[config.mk]
export PLATFORM = sky130hd
export DESIGN_NAME = dns_question_parser_top
export DESIGN_NICKNAME = d
export VERILOG_FILES = /design/src/design/dqp_pkg.sv /design/src/design/dqp_front.sv /design/src/design/dqp_queue.sv /design/src/design/dqp_back.sv /design/src/design/dns_question_parser_top.sv
export SDC_FILE = /design/constraint.sdc
export NUM_CORES = 1
export LEC_CHECK = 0
export ABC_CLOCK_PERIOD_IN_PS = 5600
export BUFFER_PORTS_ARGS = -buffer_cell sky130_fd_sc_hd__buf_2
export CORE_MARGIN = 2
export CORE_UTILIZATION = 49
export DETAILED_ROUTE_END_ITERATION = 10
export GPL_TIMING_DRIVEN = 0
export PLACE_DENSITY = 0.66
export RECOVER_POWER = 100
export SYNTH_ARGS = -nofsm -noshare
export SYNTH_HDL_FRONTEND = slang
export SYNTH_HIERARCHICAL = 1
export SYNTH_SLANG_ARGS = --single-unit
[constraint.sdc]
create_clock -name clk -period 5.6 [get_ports clk]
set_input_delay 0.84 -clock clk [delete_from_list [all_inputs] [get_ports clk]]
set_output_delay 0.84 -clock clk [all_outputs]
set_load 0.005 [all_outputs]
[src/design/dqp_pkg.sv]
// Shared types and constants for the DNS question parser.
`timescale 1ns / 1ps
package dqp_pkg;

  // Field widths
  localparam int LIMIT_W      = 11;
  localparam int BYTE_W       = 8;
  localparam int ID_W         = 16;
  localparam int QTYPE_W      = 16;
  localparam int STATUS_W     = 3;
  localparam int LABEL_W      = 6;
  localparam int POS_W        = 4;
  localparam int OUT_DATA_W   = 48;
  localparam int OUT_FIELDS_W = BYTE_W + ID_W + QTYPE_W + STATUS_W;

  localparam int HEADER_LEN       = 12;
  localparam int NAME_LIMIT_RESET = 256;
  localparam int NAME_LIMIT_MAX_D = 1024;

  // Queue between parser and output stage
  localparam int QUEUE_DEPTH = 4;
  localparam int QPTR_W      = $clog2(QUEUE_DEPTH);
  localparam int QCNT_W      = $clog2(QUEUE_DEPTH + 1);

  // Characters and label bits
  localparam logic [BYTE_W-1:0] CH_UPPER_A = 8'h41;
  localparam logic [BYTE_W-1:0] CH_UPPER_Z = 8'h5A;
  localparam logic [BYTE_W-1:0] CH_DOT     = 8'h2E;
  localparam logic [BYTE_W-1:0] CASE_DELTA = 8'd32;
  localparam logic [BYTE_W-1:0] LABEL_FLAG_MASK = 8'hC0;

  typedef enum logic [2:0] {
    PH_HEADER = 3'd0,
    PH_LEN    = 3'd1,
    PH_BODY   = 3'd2,
    PH_QT_HI  = 3'd3,
    PH_QT_LO  = 3'd4,
    PH_QC_HI  = 3'd5,
    PH_QC_LO  = 3'd6,
    PH_DONE   = 3'd7
  } phase_t;

  typedef enum logic [STATUS_W-1:0] {
    ST_OK         = 3'd0,
    ST_TRUNCATED  = 3'd1,
    ST_NO_QUESTION = 3'd2,
    ST_COMPRESSED = 3'd3,
    ST_TOO_LONG   = 3'd4
  } status_t;

  typedef enum logic {
    KIND_CHAR    = 1'b0,
    KIND_SUMMARY = 1'b1
  } kind_t;

  // One queue entry: an optional name character, then an optional summary
  typedef struct packed {
    logic                has_char;
    logic [BYTE_W-1:0]   name_char;
    logic                has_sum;
    logic [ID_W-1:0]     msg_id;
    logic [QTYPE_W-1:0]  query_type;
    status_t             status;
  } entry_t;

  // Lower-case an ASCII letter
  function automatic logic [BYTE_W-1:0] to_lower(input logic [BYTE_W-1:0] c);
    logic [BYTE_W-1:0] r;
    r = c;
    if (c >= CH_UPPER_A && c <= CH_UPPER_Z) r = c + CASE_DELTA;
    return r;
  endfunction

endpackage

[src/design/dqp_front.sv]
// Parser front end: walks header and question, emits per-byte entries.
`timescale 1ns / 1ps
module dqp_front import dqp_pkg::*; #(
  parameter int NAME_LIMIT_MAX = NAME_LIMIT_MAX_D
) (
  input  logic               clk,
  input  logic               rst,
  input  logic               cfg_wr_en,
  input  logic [LIMIT_W-1:0] cfg_wr_data,
  input  logic               in_valid,
  output logic               in_ready,
  input  logic [BYTE_W-1:0]  in_byte,
  input  logic               in_last,
  input  logic               q_full,
  output logic               push,
  output entry_t             push_entry
);

  logic [LIMIT_W-1:0] name_limit;
  logic [LIMIT_W-1:0] lim;

  phase_t             phase, phase_next;
  logic [POS_W-1:0]   pos, pos_next;
  logic [LABEL_W-1:0] left, left_next;
  logic [LIMIT_W-1:0] name_len, name_len_next;
  logic [ID_W-1:0]    id, id_next;
  logic [QTYPE_W-1:0] qtype, qtype_next;
  logic [BYTE_W-1:0]  cnt, cnt_next;
  logic               sent, sent_next;

  logic               accept;
  logic [LIMIT_W:0]   len_plus1;
  logic               has_char;
  logic [BYTE_W-1:0]  ch;
  logic               ph_sum;
  status_t            ph_status;
  logic               eom_sum;
  status_t            sum_status;

  assign in_ready = !q_full;
  assign accept   = in_valid && in_ready;

  // Effective limit, clamped to the build maximum
  assign lim = ({21'd0, name_limit} > 32'(NAME_LIMIT_MAX)) ?
               LIMIT_W'(NAME_LIMIT_MAX) : name_limit;
  assign len_plus1 = {1'b0, name_len} + 1'b1;

  // Config register
  always_ff @(posedge clk) begin
    if (rst) begin
      name_limit <= LIMIT_W'(NAME_LIMIT_RESET);
    end else if (cfg_wr_en) begin
      name_limit <= cfg_wr_data;
    end
  end

  // Per-byte parse step
  always_comb begin
    phase_next    = phase;
    pos_next      = pos;
    left_next     = left;
    name_len_next = name_len;
    id_next       = id;
    qtype_next    = qtype;
    cnt_next      = cnt;
    sent_next     = sent;
    has_char      = 1'b0;
    ch            = '0;
    ph_sum        = 1'b0;
    ph_status     = ST_OK;

    case (phase)
      PH_HEADER: begin
        if (pos == POS_W'(0))      id_next  = {in_byte, 8'h00};
        else if (pos == POS_W'(1)) id_next  = id | {8'h00, in_byte};
        else if (pos == POS_W'(4)) cnt_next = in_byte;
        else if (pos == POS_W'(5)) cnt_next = cnt | in_byte;
        pos_next = pos + 1'b1;
        if (pos_next >= POS_W'(HEADER_LEN)) begin
          if (cnt_next == '0) begin
            ph_sum    = 1'b1;
            ph_status = ST_NO_QUESTION;
          end else begin
            phase_next = PH_LEN;
          end
        end
      end
      PH_LEN: begin
        if (in_byte == '0) begin
          if (name_len >= lim) begin
            ph_sum    = 1'b1;
            ph_status = ST_TOO_LONG;
          end else begin
            phase_next = PH_QT_HI;
          end
        end else if ((in_byte & LABEL_FLAG_MASK) != '0) begin
          ph_sum    = 1'b1;
          ph_status = ST_COMPRESSED;
        end else if (name_len != '0 && len_plus1 >= {1'b0, lim}) begin
          ph_sum    = 1'b1;
          ph_status = ST_TOO_LONG;
        end else begin
          if (name_len != '0) begin
            has_char      = 1'b1;
            ch            = CH_DOT;
            name_len_next = len_plus1[LIMIT_W-1:0];
          end
          left_next  = in_byte[LABEL_W-1:0];
          phase_next = PH_BODY;
        end
      end
      PH_BODY: begin
        if (len_plus1 >= {1'b0, lim}) begin
          ph_sum    = 1'b1;
          ph_status = ST_TOO_LONG;
        end else begin
          has_char      = 1'b1;
          ch            = to_lower(in_byte);
          name_len_next = len_plus1[LIMIT_W-1:0];
          left_next     = left - 1'b1;
          if (left_next == '0) phase_next = PH_LEN;
        end
      end
      PH_QT_HI: begin
        qtype_next = {in_byte, 8'h00};
        phase_next = PH_QT_LO;
      end
      PH_QT_LO: begin
        qtype_next = qtype | {8'h00, in_byte};
        phase_next = PH_QC_HI;
      end
      PH_QC_HI: phase_next = PH_QC_LO;
      PH_QC_LO: begin
        ph_sum    = 1'b1;
        ph_status = ST_OK;
      end
      default: ;
    endcase

    if (ph_sum) begin
      phase_next = PH_DONE;
      sent_next  = 1'b1;
    end

    // Final byte with no summary yet: report truncation
    eom_sum    = in_last && !sent && !ph_sum;
    sum_status = eom_sum ? ST_TRUNCATED : ph_status;

    push_entry.has_char   = has_char;
    push_entry.name_char  = ch;
    push_entry.has_sum    = ph_sum || eom_sum;
    push_entry.msg_id     = id_next;
    push_entry.query_type = (sum_status == ST_OK) ? qtype_next : '0;
    push_entry.status     = sum_status;

    // Message ends: back to header state
    if (in_last) begin
      phase_next    = PH_HEADER;
      pos_next      = '0;
      left_next     = '0;
      name_len_next = '0;
      id_next       = '0;
      qtype_next    = '0;
      cnt_next      = '0;
      sent_next     = 1'b0;
    end
  end

  assign push = accept && (push_entry.has_char || push_entry.has_sum);

  // Parser state
  always_ff @(posedge clk) begin
    if (rst) begin
      phase    <= PH_HEADER;
      pos      <= '0;
      left     <= '0;
      name_len <= '0;
      id       <= '0;
      qtype    <= '0;
      cnt      <= '0;
      sent     <= 1'b0;
    end else if (accept) begin
      phase    <= phase_next;
      pos      <= pos_next;
      left     <= left_next;
      name_len <= name_len_next;
      id       <= id_next;
      qtype    <= qtype_next;
      cnt      <= cnt_next;
      sent     <= sent_next;
    end
  end

endmodule

[src/design/dqp_queue.sv]
// Small entry queue decoupling the parser from the output stage.
`timescale 1ns / 1ps
module dqp_queue import dqp_pkg::*; (
  input  logic   clk,
  input  logic   rst,
  input  logic   push,
  input  entry_t push_entry,
  output logic   full,
  input  logic   pop,
  output logic   empty,
  output entry_t head
);

  entry_t            mem [QUEUE_DEPTH];
  logic [QPTR_W-1:0] wr_ptr;
  logic [QPTR_W-1:0] rd_ptr;
  logic [QCNT_W-1:0] count;
  logic              do_push;
  logic              do_pop;

  assign full    = (count == QCNT_W'(QUEUE_DEPTH));
  assign empty   = (count == '0);
  assign do_push = push && !full;
  assign do_pop  = pop && !empty;
  assign head    = mem[rd_ptr];

  // Storage
  always_ff @(posedge clk) begin
    if (do_push) mem[wr_ptr] <= push_entry;
  end

  // Pointers and fill count
  always_ff @(posedge clk) begin
    if (rst) begin
      wr_ptr <= '0;
      rd_ptr <= '0;
      count  <= '0;
    end else begin
      if (do_push) wr_ptr <= wr_ptr + 1'b1;
      if (do_pop)  rd_ptr <= rd_ptr + 1'b1;
      if (do_push && !do_pop)      count <= count + 1'b1;
      else if (!do_push && do_pop) count <= count - 1'b1;
    end
  end

endmodule

[src/design/dqp_back.sv]
// Output stage: expands queue entries into result words.
`timescale 1ns / 1ps
module dqp_back import dqp_pkg::*; (
  input  logic                  clk,
  input  logic                  rst,
  input  logic                  empty,
  input  entry_t                head,
  output logic                  pop,
  output logic                  out_valid,
  input  logic                  out_ready,
  output logic [OUT_DATA_W-1:0] out_data,
  output logic                  out_kind,
  output logic                  out_last
);

  logic                    char_done, char_done_next;
  logic                    load;
  logic                    split;
  logic                    send_sum;
  logic [OUT_FIELDS_W-1:0] fields;

  // Output register takes a new word whenever it is empty or being drained
  assign load  = !empty && (!out_valid || out_ready);
  // Entry with both a character and a summary takes two words
  assign split = head.has_char && head.has_sum && !char_done;
  assign send_sum = head.has_sum && (char_done || !head.has_char);
  assign pop   = load && !split;

  always_comb begin
    char_done_next = char_done;
    if (load) char_done_next = split;
    if (send_sum) begin
      fields = {head.status, head.query_type, head.msg_id, {BYTE_W{1'b0}}};
    end else begin
      fields = {{(OUT_FIELDS_W-BYTE_W){1'b0}}, head.name_char};
    end
  end

  // Output word register
  always_ff @(posedge clk) begin
    if (rst) begin
      out_valid <= 1'b0;
      char_done <= 1'b0;
    end else begin
      char_done <= char_done_next;
      if (load)           out_valid <= 1'b1;
      else if (out_ready) out_valid <= 1'b0;
    end
  end

  always_ff @(posedge clk) begin
    if (load) begin
      out_data <= {{(OUT_DATA_W-OUT_FIELDS_W){1'b0}}, fields};
      out_kind <= send_sum ? KIND_SUMMARY : KIND_CHAR;
      out_last <= !split;
    end
  end

endmodule

[src/design/dns_question_parser_top.sv]
// Top level of the DNS question parser.
//
//  channel   dir  handshake             payload
//  s_axis    in   tvalid/tready         tdata[7:0] msg_byte, tlast end_of_message
//  m_axis    out  tvalid/tready         tdata name_char..status, tuser kind, tlast
//  cfg       in   cfg_wr_en             cfg_wr_data name_limit
//
// One message byte is taken per cycle while the entry queue has room.
// A byte that yields a name character and a truncation summary produces two
// output words; every other byte yields at most one word.
// Each entry is registered in the queue, then in the output word register.
// Output stalls back up into the four-entry queue, then into s_axis_tready.
// Reset is synchronous; name_limit returns to 256.
`timescale 1ns / 1ps
module dns_question_parser_top import dqp_pkg::*; #(
  parameter int NAME_LIMIT_MAX = NAME_LIMIT_MAX_D
) (
  input  logic                  clk,
  input  logic                  rst,
  input  logic                  cfg_wr_en,
  input  logic [LIMIT_W-1:0]    cfg_wr_data,     // name_limit
  input  logic                  s_axis_tvalid,
  output logic                  s_axis_tready,
  input  logic [BYTE_W-1:0]     s_axis_tdata,    // [7:0] msg_byte
  input  logic                  s_axis_tlast,    // end_of_message
  output logic                  m_axis_tvalid,
  input  logic                  m_axis_tready,
  // [7:0] name_char, [23:8] msg_id, [39:24] query_type, [42:40] status
  output logic [OUT_DATA_W-1:0] m_axis_tdata,
  output logic                  m_axis_tuser,    // result_kind
  output logic                  m_axis_tlast     // last_of_run
);

  logic   q_full;
  logic   q_empty;
  logic   push;
  logic   pop;
  entry_t push_entry;
  entry_t head;

  dqp_front #(
    .NAME_LIMIT_MAX(NAME_LIMIT_MAX)
  ) u_front (
    .clk        (clk),
    .rst        (rst),
    .cfg_wr_en  (cfg_wr_en),
    .cfg_wr_data(cfg_wr_data),
    .in_valid   (s_axis_tvalid),
    .in_ready   (s_axis_tready),
    .in_byte    (s_axis_tdata),
    .in_last    (s_axis_tlast),
    .q_full     (q_full),
    .push       (push),
    .push_entry (push_entry)
  );

  dqp_queue u_queue (
    .clk       (clk),
    .rst       (rst),
    .push      (push),
    .push_entry(push_entry),
    .full      (q_full),
    .pop       (pop),
    .empty     (q_empty),
    .head      (head)
  );

  dqp_back u_back (
    .clk      (clk),
    .rst      (rst),
    .empty    (q_empty),
    .head     (head),
    .pop      (pop),
    .out_valid(m_axis_tvalid),
    .out_ready(m_axis_tready),
    .out_data (m_axis_tdata),
    .out_kind (m_axis_tuser),
    .out_last (m_axis_tlast)
  );

  // Character words carry nothing above the character
  a_char_clean: assert property (@(posedge clk) disable iff (rst)
    m_axis_tvalid && m_axis_tuser == KIND_CHAR |-> m_axis_tdata[OUT_DATA_W-1:BYTE_W] == '0)
    else $error("character word carries summary bits");

  // A summary always closes the run of its byte
  a_sum_last: assert property (@(posedge clk) disable iff (rst)
    m_axis_tvalid && m_axis_tuser == KIND_SUMMARY |-> m_axis_tlast)
    else $error("summary word without tlast");

  // Failed parses report no query type
  a_err_qtype: assert property (@(posedge clk) disable iff (rst)
    m_axis_tvalid && m_axis_tuser == KIND_SUMMARY && m_axis_tdata[42:40] != ST_OK
      |-> m_axis_tdata[39:24] == '0)
    else $error("query type on failed summary");

  // Queue never pushed while full
  a_no_overflow: assert property (@(posedge clk) disable iff (rst)
    q_full |-> !push)
    else $error("push into full queue");

endmodule

==> impl_metrics.toml <==
[status]
outcome = "complete, but fails checks"
violations = "max-capacitance violations, max-slew violations"

[worst_setup_path]
r2r-end = "u_queue/mem[2][18]$_DFFE_PP_"
cp-start-kind = "flop"
critical_path_class = "flop to flop"
rr_startpoint = "u_front/name_len[1]$_SDFFE_PP0P_"
rr_worst_depth = 17
r2r_slack_ns = 0.53
worst_setup_path_end_kind = "flop"
crit_fanout = 35
crit_arrival_ns = 5.22
crit_required_ns = 5.75

[timing]
max_freq_mhz = 197
worstMarginPinSlew_ns = 1.81
hold_viol = 0
setup_ws_ns = 0.528
slew_violations = 44
rsz0062_at_grt = "false"
clock_skew_ns = 0.00939
period_needed_ns = 5.07
finalSetupTns_ns = 0
max-slew-margin-rel_pct = -20.6
layout_worst_path_cycle_share_pct = 90.6
setup_violations = 0

[final_layout]
drive_gt1_share_pct = 13.6
area_growth_pct = 13.3
nNetsFinal = 1195
stdcell_area_mm2 = 0.0154
fillCellCount = 2308
post-route-util_pct = 56.1
finalNonFillerCells = 1535
diodes = 0

[synth]
yosys.area.top_type = "edfxtp_1"
synth_area_leaders = "edfxtp_1, dfxtp_1, mux4_2"
synth_cell_types = 77
ys.flop_type = "edfxtp_1"
synthArstFlopShare_pct = 0
synth-edff-count = 225
synthMuxAreaShare_pct = 9.75
yosys.area_share.xor_xnor_pct = 0.964
ys_seq_elements = 312
synthAdderAreaFrac_pct = 3.45
seq_area_frac_synth_pct = 62.3
yosys.area_share.simple_pct = 11.6
synth_top_family_by_area = "simple AND/OR/NAND/NOR gates"
yosysWarningCount = 6
syn_area_per_cell_um2 = 13.4
synth_common_cells = "edfxtp_1, nor2_1, dfxtp_1, a21oi_1, nand2_1"
synth_most_common_cell = "edfxtp_1"
syn_inst = 1017
netlist_area_mm2 = 0.0136
synth_compound_area_share_pct = 8.77
synth_top_area_share_pct = 49.6

[cts]
clk_latency_ns = 0.51
cts_sinks = 312
cts_setup_buffers = 0
cts_buffers = 34
htreeDepth = 2
clk_pin_slew_worst_paths_ns = 0.06
ctsHoldBuffers = 0
ctsRootBufferMaster = "clkbuf_16"
ctsResizeCount = 0
cts_tree = "built"
clk_path_buf_depth = 3

[floorplan]
num_rows = 61
start_util_pct = 49.5
core-area_mm2 = 0.0276
die_h_um = 171
ioPinCount = 77
die-area_mm2 = 0.0292
fp.dieW_um = 171

[placed_design]
globalplace.congestion = 0.939
dp.cells = 1475
portBuffers = 71
dp_hpwl_um = 19300
placed_cell_area_mm2 = 0.0146
place_ws_ns = 0.648

[worst_hold_path]
min_path_type = "flop to flop"
worstHoldStart = "u_front/sent$_SDFFE_PP0P_"
hold_path_depth = 1
whs_endpoint = "u_front/sent$_SDFFE_PP0P_"

[global_route]
grt_start_max_net_pins = 36
grt_remaining_overflow = 0
track_usage_pct = 20.0
antenna_found_initial = 0
grt_pass1_vias = 8359
grt_first_pass_wirelength_um = 45000

[route]
drt_iter0_markers = 623
routed_via_density = 5.50
wire_per_inst_um = 18.4
drt-total-wl_um = 28300
postRouteAntennaNets = 0
remaining_drc_errors = 0
first_pass_iters = 5
vias = 8442

[power_and_ir_drop]
leakage_nw = 5.47
peakVddDrop_mv = 0.199
power.density_mw_per_mm2 = 375

[job]
maxCapViolCount = 2
## logic make-up after synthesis
group,count (synthesis)
buf+inv,82
mux,75
xor+xnor,15
other cells,1
simple gates,315
compound gates,180
fa+ha+maj,37
flops,312
## worst max-delay path, cell delays in order (launching register included)
cell and delay (ns):
dfxtp_1 0.43, ha_1 0.30, and3_1 0.19, clkbuf_1 0.21, nand3_1 0.13, xnor2_1 0.24
ha_1 0.27, and3_1 0.22, o211ai_1 0.11, o221a_1 0.39, a31oi_1 0.16, a311oi_2 0.52
nand2b_1 0.29, o21a_1 0.23, inv_1 0.08, nor2_1 0.11, and2_2 0.38, clkbuf_4 0.43
## per-stage QoR
step | hold WS (ns) | power, mW
4_1_cts | 0.469 | 5.92
6_report | 0.467 | 5.79
5_1_grt | 0.507 | 6.05
3_5_place_dp | 0.455 | 3.85
2_1_floorplan | 0.441 | 3.48
3_3_place_gp | 0.455 | 3.82
## power breakdown
| part | internal (mW) | switching (mW) | total (mW) |
|---|---|---|---|
| Clock | 1.21 | 0.852 | 2.06 |
| Sequential | 2.82 | 0.0714 | 2.89 |
| Combinational | 0.350 | 0.490 | 0.840 |
## flip-flops by register name (all words and copies together), names as in the netlist, named ones only
name / count
u_front/pos: 4
u_front/name_limit: 11
u_back/out_last: 1
u_front/name_len: 11
u_front/phase: 3
u_back/char_done: 1
u_front/left: 6
u_back/out_valid: 1
u_back/out_data: 43
u_front/cnt: 8
u_queue/wr_ptr: 2
u_front/qtype: 16
u_queue/mem: 180
u_queue/count: 3
u_queue/rd_ptr: 2
u_front/id: 16
u_front/sent: 1
u_back/out_kind: 1
## layer usage
layer  up-vias  part of all wire [%]  global-route usage (%)
li1       4042                     -                       -
met2       245                    48                    34.2
met3        42                   5.2                    3.26
met5         -                     0                       0
met4         0                   2.8                    6.91
met1      4113                    44                    26.1
## worst max path at each step
stage	start	cells after the start	end
global placement	u_front/name_len[0]$_SDFFE_PP0P_	16	u_queue/mem[1][28]$_DFFE_PP_
finish	u_front/name_len[1]$_SDFFE_PP0P_	17	u_queue/mem[2][18]$_DFFE_PP_
global route	u_front/name_len[3]$_SDFFE_PP0P_	18	u_queue/mem[2][0]$_DFFE_PP_
detailed placement	u_front/name_len[1]$_SDFFE_PP0P_	21	u_queue/count[2]$_SDFFE_PP0P_
CTS	u_front/name_len[1]$_SDFFE_PP0P_	21	u_queue/count[2]$_SDFFE_PP0P_
floorplan	m_axis_tready	10	u_queue/count[2]$_SDFFE_PP0P_
## layout by cell type, fill, tap and decap left out, drive strengths merged, types with 3 or more instances in the layout
master  count
xor2        6
o31ai       5
inv        19
nand2      49
o211ai      3
mux2        9
clkinv     11
ha         36
a21oi      64
and2       42
a21o        9
buf        59
or3         9
nor3b       3
and3       10
nor2b      18
xnor2       9
edfxtp    225
nor4        5
clkbuf    128
o21a        5
nand3      14
nor2      119
mux4       45
a22oi      31
nor3       25
a31oi       4
nand2b      6
a22o        6
mux2i      21
conb        5
a211oi      3
o22ai       3
dfxtp      87
o21ai      27
or4         4
## area by class of cell
type,count,area [um2],area share [%]
plain buffers,63,334,2.16
clock buffers,48,935,6.05
clock inverters,12,83.8,0.543
inverters,19,71.3,0.462
multi-input cells,627,4660,30.2
flip-flops and latches,312,8500,55.0
well taps,378,473,3.06
repair buffers,76,389,2.52
Power figures use the tool's default switching activity.
